### config.mk
export PLATFORM = sky130hd
export DESIGN_NAME = marker_interval_profiler_core
export DESIGN_NICKNAME = d
export VERILOG_FILES = /design/src/mip_pkg.sv /design/src/mip_div.sv /design/src/mip_ctrl.sv /design/src/mip_dp.sv /design/src/marker_interval_profiler_core.sv
export SDC_FILE = /design/constraint.sdc
export NUM_CORES = 2
export LEC_CHECK = 0
export BUFFER_PORTS_ARGS = -buffer_cell sky130_fd_sc_hd__buf_2
export CELL_PAD_IN_SITES_DETAIL_PLACEMENT = 0
export CELL_PAD_IN_SITES_GLOBAL_PLACEMENT = 1
export CORE_UTILIZATION = 54
export CTS_CLUSTER_SIZE = 30
export DETAILED_ROUTE_END_ITERATION = 6
export PLACE_DENSITY_LB_ADDON = 0.1
export SLEW_MARGIN = 40
export SYNTH_ARGS = -nofsm -noshare
export SYNTH_HDL_FRONTEND = slang
export SYNTH_HIERARCHICAL = 1
export SYNTH_SLANG_ARGS = --single-unit
### constraint.sdc
create_clock -name clk -period 16.6 [get_ports clk]
set_input_delay 1.66 -clock clk [delete_from_list [all_inputs] [get_ports clk]]
set_output_delay 1.66 -clock clk [all_outputs]
set_load 0.01 [all_outputs]
### src/mip_pkg.sv
// mip_pkg: types, codes and helpers shared by the marker interval profiler
// used by mip_div, mip_ctrl, mip_dp, the top level and the checker
package mip_pkg;

    localparam int SLOT_COUNT_DEF = 8;
    localparam int STAMP_W        = 32;
    localparam int HZ_W           = 30;
    localparam int RATE_W         = 34;
    localparam int SHARE_W        = 10;
    localparam int CFG_IDX_W      = 1;
    localparam int DVD_W          = 42;

    localparam logic [1:0] KIND_MARKER = 2'd0;
    localparam logic [1:0] KIND_PAUSE  = 2'd1;
    localparam logic [1:0] KIND_FINAL  = 2'd2;
    localparam logic [1:0] KIND_NONE   = 2'd3;

    localparam logic [1:0] REC_REPLY   = 2'd0;
    localparam logic [1:0] REC_SLOT    = 2'd1;
    localparam logic [1:0] REC_KERNEL  = 2'd2;
    localparam logic [1:0] REC_SUMMARY = 2'd3;

    localparam logic [2:0] ERR_FULL   = 3'b001;
    localparam logic [2:0] ERR_NODATA = 3'b010;
    localparam logic [2:0] ERR_MODE   = 3'b100;

    localparam logic [1:0] MODE_CYCLES = 2'd0;
    localparam logic [1:0] MODE_US     = 2'd1;
    localparam logic [1:0] MODE_MS     = 2'd2;
    localparam logic [1:0] MODE_UNSUP  = 2'd3;

    localparam logic [CFG_IDX_W-1:0] REG_TIME_UNIT = 1'd0;
    localparam logic [CFG_IDX_W-1:0] REG_CPU_HZ    = 1'd1;

    localparam logic [HZ_W-1:0]    HZ_RESET     = 30'd80000000;
    localparam logic [DVD_W-1:0]   CYCLE_SCALE  = 42'd10;
    localparam logic [DVD_W-1:0]   US_RATE_X10  = 42'd10000000;
    localparam logic [DVD_W-1:0]   MS_RATE_X10  = 42'd10000;
    localparam logic [DVD_W-1:0]   PERMILLE     = 42'd1000;
    localparam logic [STAMP_W-1:0] STAMP_MAX    = 32'hFFFF_FFFF;

    typedef struct packed {
        logic [1:0]         kind;
        logic [STAMP_W-1:0] timestamp;
        logic               kernel_enable;
        logic [STAMP_W-1:0] kernel_start_stamp;
        logic [STAMP_W-1:0] kernel_end_stamp;
    } in_item_t;

    typedef struct packed {
        logic [1:0]         record_type;
        logic [2:0]         slot_number;
        logic [STAMP_W-1:0] interval_time;
        logic [SHARE_W-1:0] share_permille;
        logic [RATE_W-1:0]  loop_rate_x10;
        logic [2:0]         error_bits;
        logic [STAMP_W-1:0] rounds_done;
        logic               last;
    } out_item_t;

    typedef enum logic [3:0] {
        ST_IDLE,
        ST_REPLY,
        ST_SUM,
        ST_TOTAL,
        ST_RATE,
        ST_RATE_WAIT,
        ST_SHARE,
        ST_SHARE_WAIT,
        ST_EMIT_SLOT,
        ST_KERN,
        ST_KERN_WAIT,
        ST_EMIT_KERN,
        ST_EMIT_SUM
    } state_t;

    typedef enum logic [1:0] {
        DIV_RATE,
        DIV_SLOT,
        DIV_KERN
    } div_sel_t;

    typedef enum logic [1:0] {
        OUT_REPLY,
        OUT_SLOT,
        OUT_KERN,
        OUT_SUM
    } out_sel_t;

    typedef struct packed {
        logic     accept;
        logic     sum_step;
        logic     total_upd;
        logic     div_start;
        div_sel_t div_sel;
        logic     rate_latch;
        logic     idx_inc;
        logic     load;
        out_sel_t out_sel;
    } cmd_t;

    typedef struct packed {
        logic in_final;
        logic ptr_zero;
        logic idx_last;
        logic kern_en;
        logic div_done;
    } stat_t;

    function automatic logic [STAMP_W-1:0] sat_add(input logic [STAMP_W-1:0] a,
                                                   input logic [STAMP_W-1:0] b);
        logic [STAMP_W:0] s;
        s = {1'b0, a} + {1'b0, b};
        return s[STAMP_W] ? STAMP_MAX : s[STAMP_W-1:0];
    endfunction

endpackage

### src/mip_div.sv
// mip_div: restoring divider, one quotient bit per cycle
// depends on mip_pkg for default widths; quotient is zero for a zero divisor
module mip_div #(
    parameter int DW = mip_pkg::DVD_W,
    parameter int VW = mip_pkg::STAMP_W
) (
    input  logic          clk,
    input  logic          rst_n,
    input  logic          start,
    input  logic [DW-1:0] dividend,
    input  logic [VW-1:0] divisor,
    output logic          done,
    output logic [DW-1:0] quotient
);

    localparam int CW = $clog2(DW + 1);

    logic          busy_reg, busy_next;
    logic          done_reg, done_next;
    logic [CW-1:0] cnt_reg, cnt_next;
    logic [DW-1:0] q_reg, q_next;
    logic [VW-1:0] rem_reg, rem_next;
    logic [VW-1:0] dvs_reg, dvs_next;
    logic [VW:0]   rem_sh;
    logic [VW:0]   rem_sub;
    logic          fits;

    assign rem_sh  = {rem_reg, q_reg[DW-1]};
    assign rem_sub = rem_sh - {1'b0, dvs_reg};
    assign fits    = rem_sh >= {1'b0, dvs_reg};

    always_comb
    begin
        busy_next = busy_reg;
        done_next = 1'b0;
        cnt_next  = cnt_reg;
        q_next    = q_reg;
        rem_next  = rem_reg;
        dvs_next  = dvs_reg;
        if (start)
        begin
            q_next    = (divisor == '0) ? '0 : dividend;
            rem_next  = '0;
            dvs_next  = divisor;
            cnt_next  = CW'(DW);
            busy_next = (divisor != '0);
            done_next = (divisor == '0);
        end
        else if (busy_reg)
        begin
            q_next   = {q_reg[DW-2:0], fits};
            rem_next = fits ? rem_sub[VW-1:0] : rem_sh[VW-1:0];
            cnt_next = cnt_reg - 1'b1;
            if (cnt_reg == CW'(1))
            begin
                busy_next = 1'b0;
                done_next = 1'b1;
            end
        end
    end

    always_ff @(posedge clk or negedge rst_n)
    begin
        if (!rst_n)
        begin
            busy_reg <= 1'b0;
            done_reg <= 1'b0;
            cnt_reg  <= '0;
        end
        else
        begin
            busy_reg <= busy_next;
            done_reg <= done_next;
            cnt_reg  <= cnt_next;
        end
    end

    always_ff @(posedge clk)
    begin
        q_reg   <= q_next;
        rem_reg <= rem_next;
        dvs_reg <= dvs_next;
    end

    assign done     = done_reg;
    assign quotient = q_reg;

endmodule

### src/mip_ctrl.sv
// mip_ctrl: sequencer for the profiler, drives datapath commands
// depends on mip_pkg (state_t, cmd_t, stat_t)
module mip_ctrl (
    input  logic           clk,
    input  logic           rst_n,
    input  logic           in_valid,
    output logic           in_ready,
    output logic           out_valid,
    input  logic           out_ready,
    input  mip_pkg::stat_t stat,
    output mip_pkg::cmd_t  cmd
);

    mip_pkg::state_t state_reg, state_next;
    logic            out_valid_reg, out_valid_next;
    logic            out_free;

    assign out_free = !out_valid_reg || out_ready;

    always_comb
    begin
        state_next = state_reg;
        case (state_reg)
            mip_pkg::ST_IDLE:
            begin
                if (in_valid)
                begin
                    if (!stat.in_final)
                        state_next = mip_pkg::ST_REPLY;
                    else if (stat.ptr_zero)
                        state_next = mip_pkg::ST_EMIT_SUM;
                    else
                        state_next = mip_pkg::ST_SUM;
                end
            end
            mip_pkg::ST_REPLY:
                if (out_free) state_next = mip_pkg::ST_IDLE;
            mip_pkg::ST_SUM:
                if (stat.idx_last) state_next = mip_pkg::ST_TOTAL;
            mip_pkg::ST_TOTAL:      state_next = mip_pkg::ST_RATE;
            mip_pkg::ST_RATE:       state_next = mip_pkg::ST_RATE_WAIT;
            mip_pkg::ST_RATE_WAIT:
                if (stat.div_done) state_next = mip_pkg::ST_SHARE;
            mip_pkg::ST_SHARE:      state_next = mip_pkg::ST_SHARE_WAIT;
            mip_pkg::ST_SHARE_WAIT:
                if (stat.div_done) state_next = mip_pkg::ST_EMIT_SLOT;
            mip_pkg::ST_EMIT_SLOT:
            begin
                if (out_free)
                begin
                    if (!stat.idx_last)
                        state_next = mip_pkg::ST_SHARE;
                    else if (stat.kern_en)
                        state_next = mip_pkg::ST_KERN;
                    else
                        state_next = mip_pkg::ST_EMIT_SUM;
                end
            end
            mip_pkg::ST_KERN:       state_next = mip_pkg::ST_KERN_WAIT;
            mip_pkg::ST_KERN_WAIT:
                if (stat.div_done) state_next = mip_pkg::ST_EMIT_KERN;
            mip_pkg::ST_EMIT_KERN:
                if (out_free) state_next = mip_pkg::ST_EMIT_SUM;
            mip_pkg::ST_EMIT_SUM:
                if (out_free) state_next = mip_pkg::ST_IDLE;
            default:                state_next = mip_pkg::ST_IDLE;
        endcase
    end

    always_comb
    begin
        cmd      = '0;
        cmd.div_sel = mip_pkg::DIV_RATE;
        cmd.out_sel = mip_pkg::OUT_REPLY;
        in_ready = 1'b0;
        case (state_reg)
            mip_pkg::ST_IDLE:
            begin
                in_ready   = 1'b1;
                cmd.accept = in_valid;
            end
            mip_pkg::ST_REPLY:
                cmd.load = out_free;
            mip_pkg::ST_SUM:
                cmd.sum_step = 1'b1;
            mip_pkg::ST_TOTAL:
                cmd.total_upd = 1'b1;
            mip_pkg::ST_RATE:
                cmd.div_start = 1'b1;
            mip_pkg::ST_RATE_WAIT:
                cmd.rate_latch = stat.div_done;
            mip_pkg::ST_SHARE:
            begin
                cmd.div_start = 1'b1;
                cmd.div_sel   = mip_pkg::DIV_SLOT;
            end
            mip_pkg::ST_EMIT_SLOT:
            begin
                cmd.load    = out_free;
                cmd.idx_inc = out_free;
                cmd.out_sel = mip_pkg::OUT_SLOT;
            end
            mip_pkg::ST_KERN:
            begin
                cmd.div_start = 1'b1;
                cmd.div_sel   = mip_pkg::DIV_KERN;
            end
            mip_pkg::ST_EMIT_KERN:
            begin
                cmd.load    = out_free;
                cmd.out_sel = mip_pkg::OUT_KERN;
            end
            mip_pkg::ST_EMIT_SUM:
            begin
                cmd.load    = out_free;
                cmd.out_sel = mip_pkg::OUT_SUM;
            end
            default:
            begin
                in_ready = 1'b0;
            end
        endcase
    end

    always_comb
    begin
        out_valid_next = out_valid_reg;
        if (cmd.load)
            out_valid_next = 1'b1;
        else if (out_ready)
            out_valid_next = 1'b0;
    end

    always_ff @(posedge clk or negedge rst_n)
    begin
        if (!rst_n)
        begin
            state_reg     <= mip_pkg::ST_IDLE;
            out_valid_reg <= 1'b0;
        end
        else
        begin
            state_reg     <= state_next;
            out_valid_reg <= out_valid_next;
        end
    end

    assign out_valid = out_valid_reg;

endmodule

### src/mip_dp.sv
// mip_dp: profiler state, slot store, config registers, divider and result register
// depends on mip_pkg and mip_div
module mip_dp #(
    parameter int SLOT_COUNT = mip_pkg::SLOT_COUNT_DEF
) (
    input  logic                               clk,
    input  logic                               rst_n,
    input  mip_pkg::in_item_t                  in_data,
    output mip_pkg::out_item_t                 out_data,
    input  logic                               cfg_we,
    input  logic [mip_pkg::CFG_IDX_W-1:0]      cfg_index,
    input  logic [mip_pkg::HZ_W-1:0]           cfg_data,
    input  mip_pkg::cmd_t                      cmd,
    output mip_pkg::stat_t                     stat
);

    localparam int PW = $clog2(SLOT_COUNT + 1);
    localparam int IW = (SLOT_COUNT > 1) ? $clog2(SLOT_COUNT) : 1;
    localparam int SW = mip_pkg::STAMP_W;
    localparam int DW = mip_pkg::DVD_W;

    logic [SW-1:0] slot_reg [SLOT_COUNT];
    logic [PW-1:0] ptr_reg, ptr_next;
    logic [SW-1:0] prev_reg, prev_next;
    logic          act_reg, act_next;
    logic [SW-1:0] total_reg, total_next;
    logic [SW-1:0] kern_reg, kern_next;
    logic [2:0]    err_reg, err_next;
    logic          closed_reg, closed_next;
    logic [SW-1:0] rounds_reg, rounds_next;
    logic          kern_en_reg, kern_en_next;
    logic [PW-1:0] idx_reg, idx_next;
    logic [SW-1:0] sum_reg, sum_next;
    logic [SW-1:0] reply_reg, reply_next;
    logic [mip_pkg::RATE_W-1:0] rate_reg, rate_next;
    logic [1:0]    mode_reg;
    logic [mip_pkg::HZ_W-1:0] hz_reg;
    mip_pkg::out_item_t out_reg, out_next;

    logic          wr_en;
    logic [IW-1:0] wr_idx;
    logic [SW-1:0] wr_val;
    logic [PW-1:0] ptr0;
    logic          act0;
    logic [SW-1:0] prev0;
    logic [2:0]    err0;
    logic [SW-1:0] slot_rd;
    logic [PW-1:0] ptr_m1;
    logic [DW-1:0] dvd;
    logic [DW-1:0] quo;
    logic          div_done;

    assign ptr_m1  = ptr_reg - 1'b1;
    assign slot_rd = slot_reg[idx_reg[IW-1:0]];

    // a marker after a closed round starts from a flushed round
    assign ptr0  = closed_reg ? '0 : ptr_reg;
    assign act0  = closed_reg ? 1'b0 : act_reg;
    assign prev0 = closed_reg ? '0 : prev_reg;
    assign err0  = closed_reg ? '0 : err_reg;

    always_comb
    begin
        ptr_next     = ptr_reg;
        prev_next    = prev_reg;
        act_next     = act_reg;
        total_next   = total_reg;
        kern_next    = kern_reg;
        err_next     = err_reg;
        closed_next  = closed_reg;
        rounds_next  = rounds_reg;
        kern_en_next = kern_en_reg;
        idx_next     = idx_reg;
        sum_next     = sum_reg;
        reply_next   = reply_reg;
        rate_next    = rate_reg;
        wr_en        = 1'b0;
        wr_idx       = ptr_m1[IW-1:0];
        wr_val       = in_data.timestamp - prev_reg;

        if (cmd.accept)
        begin
            reply_next = '0;
            case (in_data.kind)
                mip_pkg::KIND_MARKER:
                begin
                    ptr_next    = ptr0;
                    act_next    = act0;
                    prev_next   = prev0;
                    err_next    = err0;
                    closed_next = 1'b0;
                    if (closed_reg)
                        total_next = '0;
                    if (ptr0 >= PW'(SLOT_COUNT))
                        err_next = err0 | mip_pkg::ERR_FULL;
                    else if (!act0 || ptr0 == '0)
                    begin
                        ptr_next  = ptr0 + 1'b1;
                        prev_next = in_data.timestamp;
                        act_next  = 1'b1;
                    end
                    else
                    begin
                        wr_en      = 1'b1;
                        reply_next = wr_val;
                        ptr_next   = ptr0 + 1'b1;
                        prev_next  = in_data.timestamp;
                    end
                end
                mip_pkg::KIND_PAUSE:
                begin
                    if (act_reg && ptr_reg != '0)
                    begin
                        wr_en      = 1'b1;
                        reply_next = wr_val;
                        prev_next  = '0;
                        act_next   = 1'b0;
                    end
                end
                mip_pkg::KIND_FINAL:
                begin
                    rounds_next  = rounds_reg + 1'b1;
                    kern_en_next = in_data.kernel_enable;
                    rate_next    = '0;
                    sum_next     = '0;
                    idx_next     = '0;
                    if (ptr_reg == '0)
                        err_next = err_reg | mip_pkg::ERR_NODATA;
                    else
                    begin
                        wr_en       = act_reg;
                        closed_next = 1'b1;
                        if (in_data.kernel_enable)
                        begin
                            prev_next = in_data.kernel_start_stamp;
                            act_next  = 1'b1;
                            kern_next = in_data.kernel_end_stamp
                                        - in_data.kernel_start_stamp;
                        end
                        if (mode_reg == mip_pkg::MODE_UNSUP)
                            err_next = err_reg | mip_pkg::ERR_MODE;
                    end
                end
                default:
                begin
                    reply_next = '0;
                end
            endcase
        end

        if (cmd.sum_step)
        begin
            sum_next = mip_pkg::sat_add(sum_reg, slot_rd);
            idx_next = idx_reg + 1'b1;
        end
        if (cmd.total_upd)
        begin
            total_next = mip_pkg::sat_add(total_reg,
                kern_en_reg ? mip_pkg::sat_add(sum_reg, kern_reg) : sum_reg);
            idx_next = '0;
        end
        if (cmd.idx_inc)
            idx_next = idx_reg + 1'b1;
        if (cmd.rate_latch)
            rate_next = quo[mip_pkg::RATE_W-1:0];
    end

    // dividend: loop rate scale, or part times 1000 for a share
    always_comb
    begin
        dvd = '0;
        case (cmd.div_sel)
            mip_pkg::DIV_RATE:
            begin
                case (mode_reg)
                    mip_pkg::MODE_CYCLES: dvd = DW'(hz_reg) * mip_pkg::CYCLE_SCALE;
                    mip_pkg::MODE_US:     dvd = mip_pkg::US_RATE_X10;
                    mip_pkg::MODE_MS:     dvd = mip_pkg::MS_RATE_X10;
                    default:              dvd = '0;
                endcase
            end
            mip_pkg::DIV_SLOT: dvd = DW'(slot_rd) * mip_pkg::PERMILLE;
            mip_pkg::DIV_KERN: dvd = DW'(kern_reg) * mip_pkg::PERMILLE;
            default:           dvd = '0;
        endcase
    end

    mip_div #(
        .DW(DW),
        .VW(SW)
    ) u_div (
        .clk      (clk),
        .rst_n    (rst_n),
        .start    (cmd.div_start),
        .dividend (dvd),
        .divisor  (total_reg),
        .done     (div_done),
        .quotient (quo)
    );

    always_comb
    begin
        out_next = out_reg;
        if (cmd.load)
        begin
            out_next.slot_number    = '0;
            out_next.interval_time  = reply_reg;
            out_next.share_permille = '0;
            out_next.loop_rate_x10  = '0;
            out_next.error_bits     = err_reg;
            out_next.rounds_done    = rounds_reg;
            out_next.last           = 1'b0;
            out_next.record_type    = mip_pkg::REC_REPLY;
            case (cmd.out_sel)
                mip_pkg::OUT_REPLY:
                    out_next.last = 1'b1;
                mip_pkg::OUT_SLOT:
                begin
                    out_next.record_type    = mip_pkg::REC_SLOT;
                    out_next.slot_number    = 3'(idx_reg);
                    out_next.interval_time  = slot_rd;
                    out_next.share_permille = quo[mip_pkg::SHARE_W-1:0];
                end
                mip_pkg::OUT_KERN:
                begin
                    out_next.record_type    = mip_pkg::REC_KERNEL;
                    out_next.interval_time  = kern_reg;
                    out_next.share_permille = quo[mip_pkg::SHARE_W-1:0];
                end
                mip_pkg::OUT_SUM:
                begin
                    out_next.record_type   = mip_pkg::REC_SUMMARY;
                    out_next.interval_time = total_reg;
                    out_next.loop_rate_x10 = rate_reg;
                    out_next.last          = 1'b1;
                end
                default:
                    out_next.last = 1'b1;
            endcase
        end
    end

    always_ff @(posedge clk or negedge rst_n)
    begin
        if (!rst_n)
        begin
            for (int i = 0; i < SLOT_COUNT; i++)
                slot_reg[i] <= '0;
            ptr_reg    <= '0;
            prev_reg   <= '0;
            act_reg    <= 1'b0;
            total_reg  <= '0;
            kern_reg   <= '0;
            err_reg    <= '0;
            closed_reg <= 1'b0;
            rounds_reg <= '0;
            mode_reg   <= mip_pkg::MODE_CYCLES;
            hz_reg     <= mip_pkg::HZ_RESET;
        end
        else
        begin
            for (int i = 0; i < SLOT_COUNT; i++)
                if (wr_en && wr_idx == IW'(i))
                    slot_reg[i] <= wr_val;
            ptr_reg    <= ptr_next;
            prev_reg   <= prev_next;
            act_reg    <= act_next;
            total_reg  <= total_next;
            kern_reg   <= kern_next;
            err_reg    <= err_next;
            closed_reg <= closed_next;
            rounds_reg <= rounds_next;
            if (cfg_we && cfg_index == mip_pkg::REG_TIME_UNIT)
                mode_reg <= cfg_data[1:0];
            if (cfg_we && cfg_index == mip_pkg::REG_CPU_HZ)
                hz_reg <= cfg_data;
        end
    end

    always_ff @(posedge clk)
    begin
        kern_en_reg <= kern_en_next;
        idx_reg     <= idx_next;
        sum_reg     <= sum_next;
        reply_reg   <= reply_next;
        rate_reg    <= rate_next;
        out_reg     <= out_next;
    end

    assign out_data = out_reg;

    assign stat.in_final = (in_data.kind == mip_pkg::KIND_FINAL);
    assign stat.ptr_zero = (ptr_reg == '0);
    assign stat.idx_last = (idx_reg == ptr_m1);
    assign stat.kern_en  = kern_en_reg;
    assign stat.div_done = div_done;

endmodule

### src/marker_interval_profiler_core.sv
// marker_interval_profiler_core: top level of the marker interval profiler
// depends on mip_pkg, mip_ctrl, mip_dp (with mip_div)
//
//  channel | signals                          | carries
//  --------+----------------------------------+------------------------------
//  in      | in_valid, in_ready, in_data      | one event (marker/pause/finalize)
//  out     | out_valid, out_ready, out_data   | one record per transaction
//  cfg     | cfg_we, cfg_index, cfg_data      | register write, no wait
//
// finalize with P slots emits P slot records, a kernel record if enabled and a
// summary; the loop rate and each share go through the 42-step shared divider
// reset is asynchronous, clears slot, round and sequencer state and restores
// config defaults; the record and working registers are not reset
// a stalled out_ready holds the record and the sequencer in reply and emit states
module marker_interval_profiler_core #(
    parameter int SLOT_COUNT = mip_pkg::SLOT_COUNT_DEF
) (
    input  logic                          clk,
    input  logic                          rst_n,
    input  logic                          in_valid,
    output logic                          in_ready,
    input  mip_pkg::in_item_t             in_data,
    output logic                          out_valid,
    input  logic                          out_ready,
    output mip_pkg::out_item_t            out_data,
    input  logic                          cfg_we,
    input  logic [mip_pkg::CFG_IDX_W-1:0] cfg_index,
    input  logic [mip_pkg::HZ_W-1:0]      cfg_data
);

    mip_pkg::cmd_t  cmd;
    mip_pkg::stat_t stat;

    mip_ctrl u_ctrl (
        .clk       (clk),
        .rst_n     (rst_n),
        .in_valid  (in_valid),
        .in_ready  (in_ready),
        .out_valid (out_valid),
        .out_ready (out_ready),
        .stat      (stat),
        .cmd       (cmd)
    );

    mip_dp #(
        .SLOT_COUNT(SLOT_COUNT)
    ) u_dp (
        .clk       (clk),
        .rst_n     (rst_n),
        .in_data   (in_data),
        .out_data  (out_data),
        .cfg_we    (cfg_we),
        .cfg_index (cfg_index),
        .cfg_data  (cfg_data),
        .cmd       (cmd),
        .stat      (stat)
    );

endmodule

# --- Yosys cells after proc, flatten, opt, wreduce, memory -nomap -nowiden ---
# Cells that the tools add are included.
totals:
  ff_bits: 764
  input_bits: 135
  out_inout_bits: 119
  word_cells: 261
classes:
  n_addsub: 11
  n_mul: 3
  magnitude_cmp: 3
  eq_ne: 45
  mux: 95
  bitwise_logic: 4
  n_reduce_logical: 59
op_table:
  columns: ["operator", "count"]
  rows:
  - ["2-to-1 mux 32 bit", 21]
  - ["one-hot mux 32 bit (3 select lines)", 2]
  - ["2-to-1 mux 42 bit", 3]
  - ["one-hot mux 42 bit (3 select lines)", 1]
  - ["2-to-1 mux 34 bit", 3]
  - ["one-hot mux 34 bit (3 select lines)", 1]
  - ["adder 32 x 32 -> 33 bit", 3]
  - ["binary-select mux 32 bit (select 3 bit)", 1]
  - ["subtractor 32 bit", 3]
  - ["multiplier 32 x 7 -> 39 bit (second input constant)", 2]
  - ["2-to-1 mux 4 bit", 18]
  - ["one-hot mux 32 bit (2 select lines)", 1]
  - ["one-hot mux 4 bit (12 select lines)", 1]
  - [">= comparator 33 x 32 -> 1 bit", 1]
  - ["multiplier 30 x 3 -> 33 bit (second input constant)", 1]
  - ["adder 32 x 1 -> 32 bit (second input constant)", 1]
  - ["zero test 32 bit", 1]
  - ["nonzero test 32 bit", 1]
  - ["2-to-1 mux 1 bit", 30]
  - ["nonzero test 2 bit", 11]
  - ["equality test 4 bit (second input constant)", 5]
  - ["!= test 2 x 1 -> 1 bit (second input constant)", 9]
  - ["equality test 4 x 3 -> 1 bit (second input constant)", 4]
  - ["equality test 2 bit (second input constant)", 6]
  - ["40 further kinds", 90]

# --- Logic depth before layout (Yosys ltp) ---
depth:
  ltp_word: 8
  mapped_depth: 29
  mapped_depth_nobuf: 27

# --- Hierarchy ---
# Netlist, hierarchy kept.
modules_own_cells:
  columns: ["mod", "instances", "cells_each", "area_per_inst_um2", "seq_area_each_um2"]
  rows:
  - ["mip_dp", 1, 4681, 47117.7, 17251.5]
  - ["mip_div", 1, 649, 6480.0, 3062.9]
  - ["mip_ctrl", 1, 81, 541.8, 125.1]

# --- Worst setup path after synthesis ---
# No wires, ideal clock.
synth_timing:
  path_type: "register to register"
  from: "register u_dp.idx_reg[0]"
  to: "register u_dp.u_div.q_reg[39], in the netlist u_dp/u_div/quotient[39] (data pin)"
  setup_time_ns: 0.256
  t_arrival_ns: 7.064
  required_time_ns: 16.344
  slack_ns: 9.280
  path_stages_with_launch: 26
  path_buffers: 3
  synth_period_minus_slack_ns: 7.320
  cell_sequence: "edfxtp_1 > clkbuf_1 > buf_1 > buf_1 > mux4_2 > mux2i_1 > inv_1 > fa_1 > fa_1 > inv_1 > fa_1 > fa_1 > inv_1 > ha_1 > a21oi_1 > o211ai_1 > a21oi_1 > o21ai_0 > o311ai_0 > o31ai_1 > a2111oi_0 > nor2_1 > nor2_1 > xor2_1 > o22ai_1 > a22o_1"
synth_between:
  elab_chain_cells: 8
synth_rtl:
  columns: ["element", "line_no", "text"]
  rows:
  - ["start, declared", "mip_dp.sv:32", "logic [PW-1:0] idx_reg, idx_next;"]
  - ["start signal, assigned", "mip_dp.sv:283", "idx_reg <= idx_next;"]
  - ["NOT 3 -> 4 bit (not written as such)", "mip_dp.sv:54", "assign slot_rd = slot_reg[idx_reg[IW-1:0]];"]
  - ["binary-select mux 32 bit (select 3 bit)", "mip_dp.sv:54", null]
  - ["2-to-1 mux 32 bit (not written as such) (2 in a row)", "mip_dp.sv:54", null]
  - ["multiplier 32 x 7 -> 39 bit", "mip_dp.sv:182", "mip_pkg::DIV_SLOT: dvd = DW'(slot_rd) * mip_pkg::PERMILLE;"]
  - ["one-hot mux 42 bit (3 select lines)", "mip_dp.sv:172", "case (cmd.div_sel)"]
  - ["named net u_dp.dvd[39]", "mip_dp.sv:49", "logic [DW-1:0] dvd;"]
  - ["2-to-1 mux 42 bit", "mip_div.sv:42", "q_next = (divisor == '0) ? '0 : dividend;"]
  - ["2-to-1 mux 42 bit", "mip_div.sv:40", "if (start)"]
  - ["named net u_dp.u_div.q_next[39]", "mip_div.sv:21", "logic [DW-1:0] q_reg, q_next;"]
  - ["end signal, assigned", "mip_div.sv:80", "q_reg <= q_next;"]
  - ["end, declared", "mip_div.sv:21", null]
# The timed path passes the listed nets, and every way through them passes these cells. The select of a mux whose other input is x is not followed.
# A chain may end at the register's enable or synchronous reset.

# --- Final worst setup path ---
layout_timing:
  from: "register u_dp.idx_reg[0]"
  to: "register u_dp.u_div.q_reg[41], in the netlist u_dp/u_div/quotient[41] (data pin)"
# Same word-level chain as after synthesis.

==> impl_metrics.py <==
metrics = {
    "run_status": {
        "status": "finished clean",
    },
    "worst_setup_path": {
        "path_common_cell": "fa_1",
        "startpoint_type": "flop",
        "cp_max_fo": 23,
        "path_buf_inv": 4,
        "cp_data_required_time_ns": 17.02,
        "crit_path_end_kind": "flop",
        "path_cells": "buf_4, mux4_2, mux2i_1, inv_1, fa_1, fa_1, inv_1, fa_1, fa_1, inv_1, ha_1, a21oi_1, o211ai_1, a21oi_1, o21ai_0, o311ai_0, o31ai_1, o31ai_1, o21ai_0, a21oi_1, xnor2_1, o22ai_1, a22o_1",
        "criticalPathCategory": "flop to flop",
        "crit_family": "compound AO/OA/AOI/OAI gates",
        "slowest_stage": "o311ai_0",
        "cp_slowest_stage_delay_ns": 0.65,
        "critPathArrivalTime_ns": 8.17,
    },
    "grt": {
        "grt-ovfl-total": 0,
        "antenna_found_initial": 3,
        "grt_pass1_wl_um": 247000,
        "grt_pass1_vias": 40783,
        "grt_start_max_net_pins": 76,
        "grt.total_usage_pct": 31.7,
    },
    "timing": {
        "tns_ns": 0,
        "skew_ns": 0.0285,
        "relSlewSlack_pct": 44.9,
        "period_share_pct": 46.7,
        "setup_violations": 0,
        "maxSlewViolCount": 0,
        "rsz0062_at_grt": "false",
        "tightest_slew_ns": 0.823,
        "hold_violations": 0,
        "max_freq_ghz": 0.129,
        "fin_crit_ns": 7.75,
    },
    "clock_network": {
        "tritoncts": "built",
        "cts_root_buffer": "clkbuf_16",
        "clock_path_buffers": 3,
        "worstSkewPairLatency_ns": 0.68,
        "cts_sinks": 764,
        "path_clk_slew_ns": 0.06,
        "cts_resized": 0,
        "htreeDepth": 3,
        "ctsHoldBuffers": 0,
        "cts_buffers": 85,
        "cts_setup_buffers": 0,
    },
    "yosys": {
        "synth_area_um2": 54100,
        "synth.area.top_cells": "dfrtp_1 20%, edfxtp_1 16%, ha_1 10%",
        "yosys_warnings": 6,
        "synth_top_area_share_pct": 19.9,
        "synth_edf_count": 294,
        "ys.flop_type": "dfrtp_1",
        "syn_inst": 5411,
        "synth_fp_nets": 6224,
        "yosysSeqAreaShare_pct": 37.8,
        "yosysTopAreaCell": "dfrtp_1",
        "yosysUniqueCellTypes": 103,
        "syn_area_per_cell_um2": 10.0,
        "ys_ff_latch": 764,
        "synth-async-reset-ratio_pct": 57.3,
    },
    "die": {
        "core_area_um2": 98900,
        "start_util_pct": 54.8,
        "ios": 254,
        "die_h_um": 319,
        "rows": 115,
        "dieArea_um2": 102000,
        "die_x_um": 319,
    },
    "layout": {
        "multiInputGateArea_um2": 31000,
        "instances_no_fill": 6963,
        "syn_to_final_growth_pct": 10.8,
        "nFillCells": 8454,
        "seq_area_um2": 20400,
        "post-route-util_pct": 60.7,
        "mostFrequentLayoutCell": "inv_1",
        "mostFrequentLayoutCells": "566 x inv_1, 560 x nand2_1, 460 x o21ai_0",
        "layout-drive-gt1-share_pct": 12.2,
        "largest_reg_flops": 256,
        "nets": 6417,
    },
    "placement": {
        "placed_cells": 6801,
        "hpwl_um": 123000,
        "gp_congestion": 0.965,
        "io_buffers": 253,
    },
    "drt": {
        "routed_via_density": 6.00,
        "vias": 41764,
        "drc_errors": 0,
        "ant_nets": 0,
        "drt_iter0_markers": 3516,
        "dr.pass1.iters": 5,
        "wire_per_inst_um": 23.1,
        "routed_wl_um": 161000,
    },
    "run": {
        "maxCapViolCount": 0,
    },
    "min_path": {
        "hold_class": "flop to flop",
    },
}
## metal layers
metal  vias to the layer above  GRT usage (%)  routed length [um]
met5                         -              0                  29
met4                         4           9.86                4800
met1                     20587           44.0               70300
met2                      1427           50.7               74100
li1                      19503              -                   -
met3                       243           5.42               11300
## final timing paths
| kind | from | end | slack [ns] | depth (start not counted) |
|---|---|---|---|---|
| hold reg to reg | u_dp/rounds_reg[31] | u_dp/rounds_reg[31] | 0.47 | 1 |
| min in group asynchronous | rst_n | u_dp/prev_reg[11] | 0.91 | 1 |
| setup reg to reg | u_dp/idx_reg[0] | u_dp/u_div/quotient[41] | 8.85 | 23 |
| setup / recovery | u_dp/idx_reg[0] | u_dp/u_div/quotient[41] | 8.85 | 23 |
| max in group asynchronous | rst_n | u_dp/hz_reg[3] | 13.45 | 4 |
| hold / removal | u_dp/rounds_reg[31] | u_dp/rounds_reg[31] | 0.47 | 1 |
## through the flow
stage | cell area, um^2 | hold WS (ns) | worst slack (ns)
floorplan | 54100 | 0.425 | 9.28
global placement | 56800 | 0.457 | 8.85
detailed placement | 56900 | 0.464 | 8.84
CTS | 59900 | 0.472 | 8.82
global route | 60000 | 0.494 | 8.29
finish | 60000 | 0.473 | 8.85
## synthesized netlist by cell type, types with 12 or more instances
| cell type | instances |
|---|---|
| nand2_1 | 560 |
| o21ai_0 | 460 |
| mux2_2 | 71 |
| a22oi_1 | 25 |
| o21bai_1 | 31 |
| or3_1 | 12 |
| mux4_2 | 64 |
| edfxtp_1 | 294 |
| inv_1 | 566 |
| and3_1 | 35 |
| nor2_1 | 198 |
| dfrtp_1 | 430 |
| o21ai_1 | 20 |
| xnor2_1 | 177 |
| nand4_1 | 36 |
| a221o_1 | 37 |
| a311oi_1 | 27 |
| a22o_1 | 42 |
| xor2_1 | 119 |
| o21a_1 | 66 |
| a221oi_1 | 35 |
| a21o_1 | 158 |
| a41oi_1 | 14 |
| a31oi_1 | 33 |
| o211ai_1 | 20 |
| nand3_1 | 69 |
| nand2b_1 | 57 |
| nor4_1 | 19 |
| o31ai_1 | 18 |
| ha_1 | 437 |
| o22a_1 | 32 |
| and2_1 | 100 |
| o22ai_1 | 20 |
| fa_1 | 241 |
| dfxtp_1 | 32 |
| a21oi_1 | 366 |
| clkbuf_1 | 185 |
| nor2b_1 | 42 |
| a211oi_1 | 16 |
| nor3_1 | 43 |
## cell families (layout without fill, tap and decap cells)
logic type	Yosys count	after routing	share of synthesized area [%]
other	1	2	0.00693
muxes	140	140	4.23
xor gates and xnor gates	296	296	4.79
AOI/OAI and AO/OA	1534	1534	18.2
and+or+nand+nor	1216	1216	10.4
adders and majority gates	678	678	19.0
DFF	764	764	37.8
buffers and inverters	782	1046	5.54
## layout make-up
| class | instances | area share, % |
|---|---|---|
| clock inverter | 48 | 0.939 |
| multi-input combinational | 3865 | 51.7 |
| tap | 1287 | 2.68 |
| timing repair buffer | 320 | 3.15 |
| clock buffer | 110 | 3.94 |
| antenna | 1 | 0.00417 |
| inverter | 568 | 3.56 |
| sequential | 764 | 34.1 |
Power is left out: the tool's default activity adds up to more than one toggle a clock period on the data nets, which glitch-free logic cannot reach.
